===== src/hw/rtl/sparse_gradient_hessian_accumulator_unit_defines.svh =====
// Assertion macros used by the accumulator controller.
`ifndef SPARSE_GRADIENT_HESSIAN_ACCUMULATOR_UNIT_DEFINES_SVH
`define SPARSE_GRADIENT_HESSIAN_ACCUMULATOR_UNIT_DEFINES_SVH

// Same-cycle implication, sampled on clock, off while reset is high.
`define SGHA_ASSERT_IMPLIES(lbl, ante, cons, msg) \
   lbl: assert property (@(posedge clock) disable iff (reset) (ante) |-> (cons)) \
      else $error(msg);

// Next-cycle implication, sampled on clock, off while reset is high.
`define SGHA_ASSERT_NEXT(lbl, ante, cons, msg) \
   lbl: assert property (@(posedge clock) disable iff (reset) (ante) |=> (cons)) \
      else $error(msg);

`endif


===== src/hw/rtl/sgha_pkg.sv =====
// Shared types, constants and helpers of the gradient/hessian accumulator.
`default_nettype none

package sgha_pkg;

   // Label store depth and the address width that follows from it.
   localparam int NUM_LABELS = 256;
   localparam int ADDR_W     = (NUM_LABELS > 1) ? $clog2(NUM_LABELS) : 1;

   localparam int CMD_W    = 3;
   localparam int LABEL_W  = 8;
   localparam int VALUE_W  = 32;
   localparam int WEIGHT_W = 16;
   localparam int SUM_W    = 48;
   localparam int WSUM_W   = 32;
   localparam int PROD_W   = 48;
   localparam int ROUND_SH = 8;

   typedef logic [ADDR_W-1:0] addr_type;

   typedef enum logic [CMD_W-1:0] {
      CMD_ADD     = 3'd0,
      CMD_SUB     = 3'd1,
      CMD_ROW_IN  = 3'd2,
      CMD_ROW_OUT = 3'd3,
      CMD_CLEAR   = 3'd4,
      CMD_READ    = 3'd5
   } cmd_type;

   typedef enum logic [1:0] {
      ST_IDLE,
      ST_FETCH,
      ST_UPDATE
   } state_type;

   // One row of the label store.
   typedef struct packed {
      logic [SUM_W-1:0]  gradient;
      logic [SUM_W-1:0]  hessian;
      logic [WSUM_W-1:0] weight;
   } entry_type;

   // Controller to datapath commands.
   typedef struct packed {
      logic load;    // capture the accepted beat
      logic fetch;   // read the store, form the products
      logic commit;  // write back, load the result register
   } ctrl_cmd_type;

   // Map a label onto a store address.
   function automatic addr_type label_to_addr(input logic [LABEL_W-1:0] label);
      return addr_type'(label);
   endfunction

   // Label lies inside the store.
   function automatic logic label_in_range(input logic [LABEL_W-1:0] label);
      return 32'(label) < 32'(NUM_LABELS);
   endfunction

endpackage

`default_nettype wire


===== src/hw/rtl/sgha_ctrl.sv =====
// Controller state machine: handshakes, sequencing and result valid.
`default_nettype none
`include "sparse_gradient_hessian_accumulator_unit_defines.svh"

module sgha_ctrl (
   input  wire logic                  clock,
   input  wire logic                  reset,
   input  wire logic                  req_valid,
   output      logic                  req_stall,
   output      logic                  rsp_valid,
   input  wire logic                  rsp_stall,
   output      sgha_pkg::ctrl_cmd_type cmd
);

   sgha_pkg::state_type state_ff, state_in;
   logic                rsp_valid_ff, rsp_valid_in;
   logic                out_blocked;

   assign out_blocked = rsp_valid_ff && rsp_stall;

   always_ff @(posedge clock) begin
      if (reset) begin
         state_ff     <= sgha_pkg::ST_IDLE;
         rsp_valid_ff <= 1'b0;
      end else begin
         state_ff     <= state_in;
         rsp_valid_ff <= rsp_valid_in;
      end
   end

   always_comb begin
      state_in  = state_ff;
      cmd       = '0;
      req_stall = 1'b1;
      case (state_ff)
         sgha_pkg::ST_IDLE: begin
            req_stall = 1'b0;
            if (req_valid) begin
               cmd.load = 1'b1;
               state_in = sgha_pkg::ST_FETCH;
            end
         end
         sgha_pkg::ST_FETCH: begin
            cmd.fetch = 1'b1;
            state_in  = sgha_pkg::ST_UPDATE;
         end
         sgha_pkg::ST_UPDATE: begin
            // hold the update until the result register is free
            if (!out_blocked) begin
               cmd.commit = 1'b1;
               state_in   = sgha_pkg::ST_IDLE;
            end
         end
         default: begin
            state_in = sgha_pkg::ST_IDLE;
         end
      endcase
   end

   always_comb begin
      rsp_valid_in = rsp_valid_ff;
      if (cmd.commit) begin
         rsp_valid_in = 1'b1;
      end else if (rsp_valid_ff && !rsp_stall) begin
         rsp_valid_in = 1'b0;
      end
   end

   assign rsp_valid = rsp_valid_ff;

   `SGHA_ASSERT_IMPLIES(a_commit_free, cmd.commit, !(rsp_valid_ff && rsp_stall), "commit over held result")
   `SGHA_ASSERT_NEXT(a_commit_shows, cmd.commit, rsp_valid_ff, "commit without result valid")
   `SGHA_ASSERT_NEXT(a_load_fetch, cmd.load, cmd.fetch, "accepted beat not fetched next cycle")
   `SGHA_ASSERT_IMPLIES(a_one_cmd, 1'b1, $onehot0({cmd.load, cmd.fetch, cmd.commit}), "commands overlap")

endmodule

`default_nettype wire


===== config.mk =====
export PLATFORM = sky130hd
export DESIGN_NAME = sgha_ctrl
export DESIGN_NICKNAME = d
export VERILOG_FILES = /design/src/hw/rtl/sgha_pkg.sv /design/src/hw/rtl/sgha_ctrl.sv
export VERILOG_INCLUDE_DIRS = /design/src /design/src/hw/rtl
export SDC_FILE = /design/constraint.sdc
export NUM_CORES = 1
export LEC_CHECK = 0
export BUFFER_PORTS_ARGS = -buffer_cell sky130_fd_sc_hd__buf_2
export CAP_MARGIN = 30
export CORE_AREA = 2 2 39 41
export CTS_BUF_LIST = sky130_fd_sc_hd__clkbuf_16
export DETAILED_ROUTE_END_ITERATION = 10
export DIE_AREA = 0 0 41 43
export GPL_TIMING_DRIVEN = 0
export PLACE_DENSITY_LB_ADDON = 0.3
export SLEW_MARGIN = 20
export SYNTH_ARGS = -nofsm -noshare
export SYNTH_HDL_FRONTEND = slang
export SYNTH_SLANG_ARGS = --single-unit

===== constraint.sdc =====
create_clock -name clock -period 0.85 [get_ports clock]
set_input_delay 0.0425 -clock clock [delete_from_list [all_inputs] [get_ports clock]]
set_output_delay 0.0425 -clock clock [all_outputs]
set_load 0.05 [all_outputs]

* Word level (Yosys, flattened, before mapping)
Cells that the tools add are included.
** Word-level totals
- Register bits after elaboration :: 3
- Input port bits :: 4
- Output and inout port bits :: 5
- Word-level logic and storage cells :: 23
** Operators by class
- Eq/ne operators :: 4
- Multiplexer cells :: 11
- Reductions and logical operators :: 6
** Operator list (number)
- two-way mux 1 bit :: 8
- one-hot mux 2 bit (3 select lines) :: 1
- two-way mux 2 bit :: 2
- != test 2 bit, second input constant :: 2
- == test 2 x 1 -> 1 bit, second input constant :: 1
- == test 2 bit, second input constant :: 1
- logical AND 1 bit :: 2
- logical NOT 2 bit :: 1
- AND reduction 2 bit :: 1
- nonzero test 2 bit :: 1
- logical NOT 1 bit :: 1

* Longest topological paths before layout
Gate-level depths: netlist of the first run.
- Depth after elaboration :: 4
- Mapped depth :: 3

* Worst setup path before layout of the first run
No wires, ideal clock.
- Kind :: register to register
- Start :: reg state_ff[1]
- End :: reg state_ff[0]
- Data arrival time :: 1269 ps
- Required time :: 790 ps
- Slack :: -479 ps
- Cell stages (with the launch flop) :: 3
- Period minus slack after synthesis :: 1329 ps
- Cell sequence :: dfxtp_1 -> nor3b_2 -> and2b_2
** On the way
- Cells in the longest elaborated chain, start to end :: 3
** RTL lines
- start: declaration :: line sgha_ctrl.sv:15 : sgha_pkg::state_type state_ff, state_in;
- start signal: assignment :: line sgha_ctrl.sv:23 : state_ff <= sgha_pkg::ST_IDLE;
- start signal: assignment :: line sgha_ctrl.sv:26 : state_ff <= state_in;
- == test 2 bit or logical NOT 2 bit (tied branches) :: line sgha_ctrl.sv:35 : case (state_ff)
- != test 2 bit (no source line)
- AND reduction 2 bit (no source line)
Several ways; a longest one is shown, not always the timed one.
A chain may end at the register's enable or synchronous reset.

==> results list, run 1 <==
- Outcome: complete, but fails checks
- Violated checks: setup timing
* Ant diodes: 0
- Routability-driven placement finished with a final weighted congestion of 0.580.
* Number of optimization iterations in the first detailed-route pass: 4
- After detailed routing, the average wire length per cell comes to 8.07 µm.
* Fraction of the core area covered by cells at the end of the flow: 26.9%
* I/O Buffers: 8
- Aggregate routed wire length: 355 µm
* Count of nets left with antenna violations after detail routing: 0
- The total count of hold-check failures in the final report is 0.
* IR drop worst, VDD: 1070 µV
- Leaving out fill and tap cells, the most frequent cells in the layout are sky130_fd_sc_hd__clkbuf_16 (3), sky130_fd_sc_hd__buf_2 (3), sky130_fd_sc_hd__buf_8 (3), sky130_fd_sc_hd__buf_4 (3).
* CP endpoint kind: primary output
* Final max-slew violation count: 0
* I/O pin cnt: 9
- From left edge to right edge, the die measures 41 µm.
- Number of DRC markers after the initial detailed-route iteration: 1
- Maximum clock skew at final layout: 0.00114 ns
- On the critical path, the stage with the largest delay is an instance of sky130_fd_sc_hd__dfxtp_4.
* Instance count of the mapped netlist: 16
- Summing every instance area after synthesis gives 146 µm².
- Root buffer cell: sky130_fd_sc_hd__clkbuf_16
- For this run, design rule violations remaining after detail routing come to 0.
- For this run, the total global-route usage over all layers was measured as 5.62%.
* Syn_nets: 20
- Power per unit of standard cell area: 2770 nW/µm²
- Register area share after synthesis: 41.0%
- The design draws 0.00103 W.
- The via count of the first global-routing pass came to 153.
* WHS Endpoint: rsp_valid
* Placed wire-length estimate after detailed placement: 246 µm
- Counting along the longest clock path gives a buffer depth of 2.
- Relative to the synthesized area, the layout overhead comes to 154%.
- The path class of the tightest hold or removal check is in -> reg.
- After routing the design area is 372 µm².
- The synthesized design contains 3 register bits.
- Area contributors post-synth: sky130_fd_sc_hd__dfxtp_1 (41%), sky130_fd_sc_hd__a21oi_1 (10%), sky130_fd_sc_hd__buf_4 (10%), sky130_fd_sc_hd__nand2b_1 (8.5%), sky130_fd_sc_hd__nor3b_2 (8.5%)
* Insertion delay of the later-clocked pin in the worst-skew pair: 0.22 ns
* Static leakage power: 0.161 nW
* Synthesized area per cell: 9.15 µm²
- Clock-pin slew was measured on the worst setup and hold paths at 0.03 ns.
- CP Launch Type: flop
- For this block, the via count after detailed routing is 157.
- Remaining global-route overflow: 0
- STA puts the critical path data required time at 0.81 ns.
- CTS tree: yes
- The initial antenna violation count came to 0.
- The tool flagged a number of max-cap violations equal to 0.
- Hold is met by 0.0124 ns.
- Core outline area: 1380 µm²
- The worst path uses 123% of the clock period.
* Number of different library cells in the post-synthesis netlist: 10
- Library cell occupying the most area in the post-synthesis netlist: sky130_fd_sc_hd__dfxtp_1
- Total Die Area: 1760 µm²
- Measured against its own limit, the worst slew margin works out to 89.1%.
- Finish-stage setup viols: 4
- At the pin with the least slew margin, the transition time is 0.164 ns.
* H-tree depth: 1
* Worst reg2reg path endpoint: rsp_valid
- After layout, the worst setup slack is -0.192 ns.
* WS Path Type: reg -> out
- In this design, the stage delay of the slowest critical-path cell is 0.35 ns.
* Flop2flop setup slack: 0.03 ns
- Unrepaired setup endpoints after global routing: true
- Measured in cells, the most critical reg-to-reg path has a length of 3.
- Post-detailed-placement cell area: 215 µm²
- Number of synthesis warnings: 0
* CP Cell Sequence: nand2b_4 > a21oi_4 > buf_8
- Proportion of netlist area held by the largest area contributor: 41.0%
* Final net count: 33
- Peak fanout along the critical path: 5
- Global-route wire length before repair: 558 µm
* Start point of the worst hold path: reset
* Largest net degree at the start of global routing: 6
- Number of stages on the worst hold path: 2
- Floorplan die height: 43 µm
* TritonCTS Buffers: 3
- For this run, the top clock speed supported by timing is 960 MHz.
- Number of placement rows: 14
* Share of post-route cells with drive strength above 1: 85.7%
* Vias/cell: 3.57
* Final Critical Period: 1.04 ns
- Data arrival time at the worst-slack endpoint: 1.00 ns
* Starting utilization of the core area: 10.6%
- The startpoint identified for the worst register-to-register timing path is state_ff[0].
- Number of sinks on the clock net: 3
==> Yosys cell counts <==
master                     count
sky130_fd_sc_hd__buf_4         2
sky130_fd_sc_hd__dfxtp_1       3
sky130_fd_sc_hd__nor3b_2       1
sky130_fd_sc_hd__and2b_2       1
sky130_fd_sc_hd__nand2b_1      2
sky130_fd_sc_hd__nand4b_1      1
sky130_fd_sc_hd__inv_1         1
sky130_fd_sc_hd__nand2_1       1
sky130_fd_sc_hd__or2_2         1
sky130_fd_sc_hd__a21oi_1       3
==> cells by family after synthesis <==
family | synth area share, %
and+or+nand+nor | 35.9
DFF | 41.0
AOI/OAI and AO/OA | 10.3
buffers and inverters | 12.8
==> worst max-delay path, delay by kind of cell, from the launching register on <==
family	cells	cell delay (ns)
buffers and inverters	1	0.16
flip-flops	1	0.35
AND/OR/NAND/NOR	1	0.15
AO/OA/AOI/OAI	1	0.12
==> area by class of cell <==
| class | instances | area [µm²] |
|---|---|---|
| tap | 16 | 20.0 |
| inverter | 1 | 3.75 |
| fill | 151 | 1010 |
| clock buffer | 3 | 75.1 |
| multi-input combinational | 10 | 106 |
| timing repair buffer | 10 | 93.8 |
| clock inverter | 1 | 3.75 |
| sequential | 3 | 68.8 |
==> state kept, by name (all words and copies together), names as in the netlist <==
register / flops
rsp_valid: 1
state_ff: 2
==> metal layers <==
metal  part of all wire [%]  GRT usage (%)  up-vias
met4                      0           8.00        0
met5                      0              0        -
met3                     12           3.14        0
li1                       -              -       78
met1                     46           7.05       70
met2                     41           5.00        9
==> repair_timing <==
action	in CTS	in global routing
endpoints found under the setup margin	5	5
hold endpoints to repair	0	0
pin swaps	1	0
buffers inserted	2	0
hold buffers	0	0
gates resized for setup	21	1
==> stage by stage <==
step / std cells / setup TNS, ns / setup WS [ns]
after global routing: 44 / -0.812 / -0.224
after global placement: 40 / -0.358 / -0.186
final: 44 / -0.676 / -0.192
after floorplan: 16 / -0.301 / -0.275
after CTS: 44 / -0.703 / -0.198
after detailed placement: 40 / -0.344 / -0.190
==> report_power, final <==
| group | internal [W] | switching, W |
|---|---|---|
| Sequential | 0.000146 | 0.0000120 |
| Clock | 0.000605 | 0.000115 |
| Combinational | 0.0000705 | 0.0000801 |
| Total | 0.000822 | 0.000207 |
==> worst max path at each step <==
stage | to | slack (ns) | startpoint | depth (start not counted)
floorplan | state_ff[0] | -0.27 | state_ff[0] | 2
global placement | cmd[0] | -0.19 | state_ff[1] | 4
detailed placement | cmd[0] | -0.19 | state_ff[1] | 4
CTS | cmd[0] | -0.20 | state_ff[0] | 3
global route | cmd[0] | -0.22 | state_ff[0] | 3
finish | cmd[0] | -0.19 | state_ff[0] | 3
Note: power is estimated with default switching activity, not from simulation.
==> run 2: changes to the inputs <==
--- a/constraint.sdc
+++ b/constraint.sdc
@@ -3,2 +3,2 @@
 set_output_delay 0.0425 -clock clock [all_outputs]
-set_load 0.05 [all_outputs]
+set_load 0.005 [all_outputs]
==> run 2 against run 1 <==
  * The run still ends with setup timing left
  * Wire length is 5.9% higher
  * Core utilization fell by 2.8 points
  * Sequential share of layout area is 1.8 points higher
  * Clock power up 2%
  * Clock skew about the same
  * Via count decreased by 7.0%
  * Largest cell class unchanged
  * Highest routed layer is now met4
==> results list, run 2 (synthesis gave the netlist of run 1 again) <==
- Number of sinks on the clock net: 3 (unchanged)
* Most common cell after layout, fill and taps aside: sky130_fd_sc_hd__buf_2
- The number of I/O pins is 9 (unchanged).
- Ranked by flip-flop count, first place goes to state_ff.
* Aggregate routed wire length: 376 µm (+5.9%)
- The HPWL after detailed placement is 256 µm (+4.0%).
- The transition time at the pin with the least slew margin was 0.149 ns (-0.0143 ns).
- The worst IR drop on VDD came to 934 µV (-13%).
- The maximum number of pins on one net before global-route repair came to 6 (unchanged).
- The worst slew slack as a fraction of its limit came to 90.0% (+0.96 points).
- Final max-slew violation count: 0 (unchanged)
- The DRC violations left was 0 (unchanged).
* Leading cell types in the layout, fill and taps excluded: sky130_fd_sc_hd__buf_2 (6), sky130_fd_sc_hd__clkbuf_16 (3)
- CTS tree: yes
- CP Launch Type: flop
* Fmax achieved: 1030 MHz (+7.3%)
- Number of antenna violations at the first check in global routing: 0 (unchanged)
* Static leakage power: 0.153 nW (-4.9%)
- Final hold viol count: 0 (unchanged)
- The final hold slack came to 0.000313 ns (-0.0121 ns).
- The global placement routability congestion is 0.544 (-6.2%).
* Outcome: complete, but fails checks
* CP Cell Sequence: or2_4 > buf_6
- The power per cell area came to 2910 nW/µm² (+5.1%).
- Number of filler cells placed in the layout: 149 (-1.3%)
- The number of violations reported at the end of detailed-routing iteration 0 was 1 (unchanged).
- The combined global-route utilization of all metal layers came to 5.92% (+0.31 points).
- Ant diodes: 0 (unchanged)
- Hold_buf cts: 0 (unchanged)
* Peak fanout along the critical path: 5 (unchanged)
- The count of vias placed by the detailed router is 146 (-7.0%).
- The post-CTS clock slew at the launch and capture registers of the worst setup and hold paths came to 0.03 ns (about the same).
- CP endpoint kind: primary output
* WS Path Type: reg -> out
* Flop2flop setup slack: 0.02 ns (about the same)
- The antenna violation net count after detailed routing came to 0 (unchanged).
- The layout cell share with drive strength beyond 1 is 78.6% (-7.1 points).
* Final Critical Period: 0.972 ns (-0.0705 ns)
- Unrepaired setup endpoints after global routing: true
* Root buffer cell: sky130_fd_sc_hd__clkbuf_16
- The slowest stage of the critical path belongs to the cell sky130_fd_sc_hd__dfxtp_4.
- The floorplan die width was 41 µm (unchanged).
* Hold/Removal Path Class: in -> reg
* Number of placement rows: 14 (unchanged)
- The vertical die dimension is 43 µm (unchanged).
- The worst-case clock skew is 0.00121 ns (+0.0000665 ns).
- Total Die Area: 1760 µm² (unchanged)
- The global-route wire length before repair is 558 µm (unchanged).
* Core outline area: 1380 µm² (unchanged)
* Final worst path period share: 114% (-8.3 points)
- The area taken by flip-flops and latches was 67.6 µm² (-1.8%).
* Area growth from synthesis to layout: 127%
* Maximum clock insertion buffer count: 2 (unchanged)
* Final net count: 33 (unchanged)
- The final reports fail on setup timing.
- The number of maximum-capacitance violations is 0 (unchanged).
- Routed wirelength normalized by instance count: 8.55 µm (+5.9%)
- Vias in the first global route: 159 (+3.9%)
- TritonCTS Buffers: 3 (unchanged)
* H-tree depth: 1 (unchanged)
* Starting utilization of the core area: 10.6% (unchanged)
- Vias/cell: 3.32 (-7.0%)
- The residual overflow from global routing is 0 (unchanged).
- I/O Buffers: 8 (unchanged)
- The clock latency at the later pin of the worst-skew pair was 0.22 ns (about the same).
- The critical path required time is 0.81 ns (about the same).
- Finish-stage setup viols: 4 (unchanged)
- The delay of the slowest cell on the worst path is 0.35 ns (about the same).
* Number of optimization iterations in the first detailed-route pass: 3 (-1)
* TNS Setup: -0.428 ns (+0.247 ns)
- The flip-flop count of the largest register after layout came to 2 (unchanged).
- The worst-case setup margin in the final layout was -0.122 ns (+0.0705 ns).
- The arrival time reported for the critical path endpoint was 0.93 ns (-0.07 ns).
- The area of combinational cells with multiple inputs came to 95.1 µm² (-11%).
==> run 2: path summary, 6_finish.rpt <==
check / startpoint / endpoint / depth (start not counted)
worst max-delay path: state_ff[0] / req_stall / 2
worst min-delay path: reset / state_ff[1] / 2
worst max register to register: state_ff[0] / state_ff[1] / 4
worst min register to register: rsp_valid / rsp_valid / 2
==> run 2: per-layer routing <==
metal	share of wire, %	track usage (%)	wire length, µm	vias to the layer above
met3	17	4.71	65	2
li1	-	-	-	75
met4	3.7	10.0	14	0
met1	45	5.47	171	57
met2	33	5.63	123	12
met5	0	0	0	-
==> run 2: worst max-delay path, delay by kind of cell, from the launching register on <==
kind,cells,cell delay (ns)
buffers and inverters,1,0.11
flip-flops,1,0.35
AND/OR/NAND/NOR,1,0.24
==> run 2: what timing repair did <==
action,in CTS,in global routing
gates resized for setup,11,1
pin swaps,2,0
buffers inserted,2,0
setup endpoints to repair,4,5
gates cloned,0,0
==> run 2: cell type report <==
| cell class | instances | share of cell area, % |
|---|---|---|
| clock buffer | 3 | 22.6 |
| clock inverter | 1 | 1.13 |
| inverter | 1 | 1.13 |
| multi-input combinational | 10 | 28.6 |
| sequential | 3 | 20.3 |
| tap | 16 | 6.02 |
| timing repair buffer | 10 | 20.3 |
==> run 2: report_power, final <==
group / switching [W] / total (W) / internal [W]
combinational: 0.0000253 / 0.0000796 / 0.0000543
sequential: 0.0000111 / 0.000157 / 0.000146
clock: 0.000126 / 0.000732 / 0.000606
==> run 2: through the flow <==
step / total power (W) / setup slack [ns] / util, % / cell area [µm²] / cells
after floorplan: 0.000185 / 0.115 / - / 146 / 16
after global placement: 0.000211 / -0.00896 / 14.9 / 206 / 40
after detailed placement: 0.000211 / 0.00444 / 14.9 / 206 / 40
after CTS: 0.000977 / -0.116 / 23.6 / 327 / 44
after global routing: 0.00100 / -0.154 / 24.1 / 333 / 44
final: 0.000969 / -0.122 / 24.1 / 333 / 44
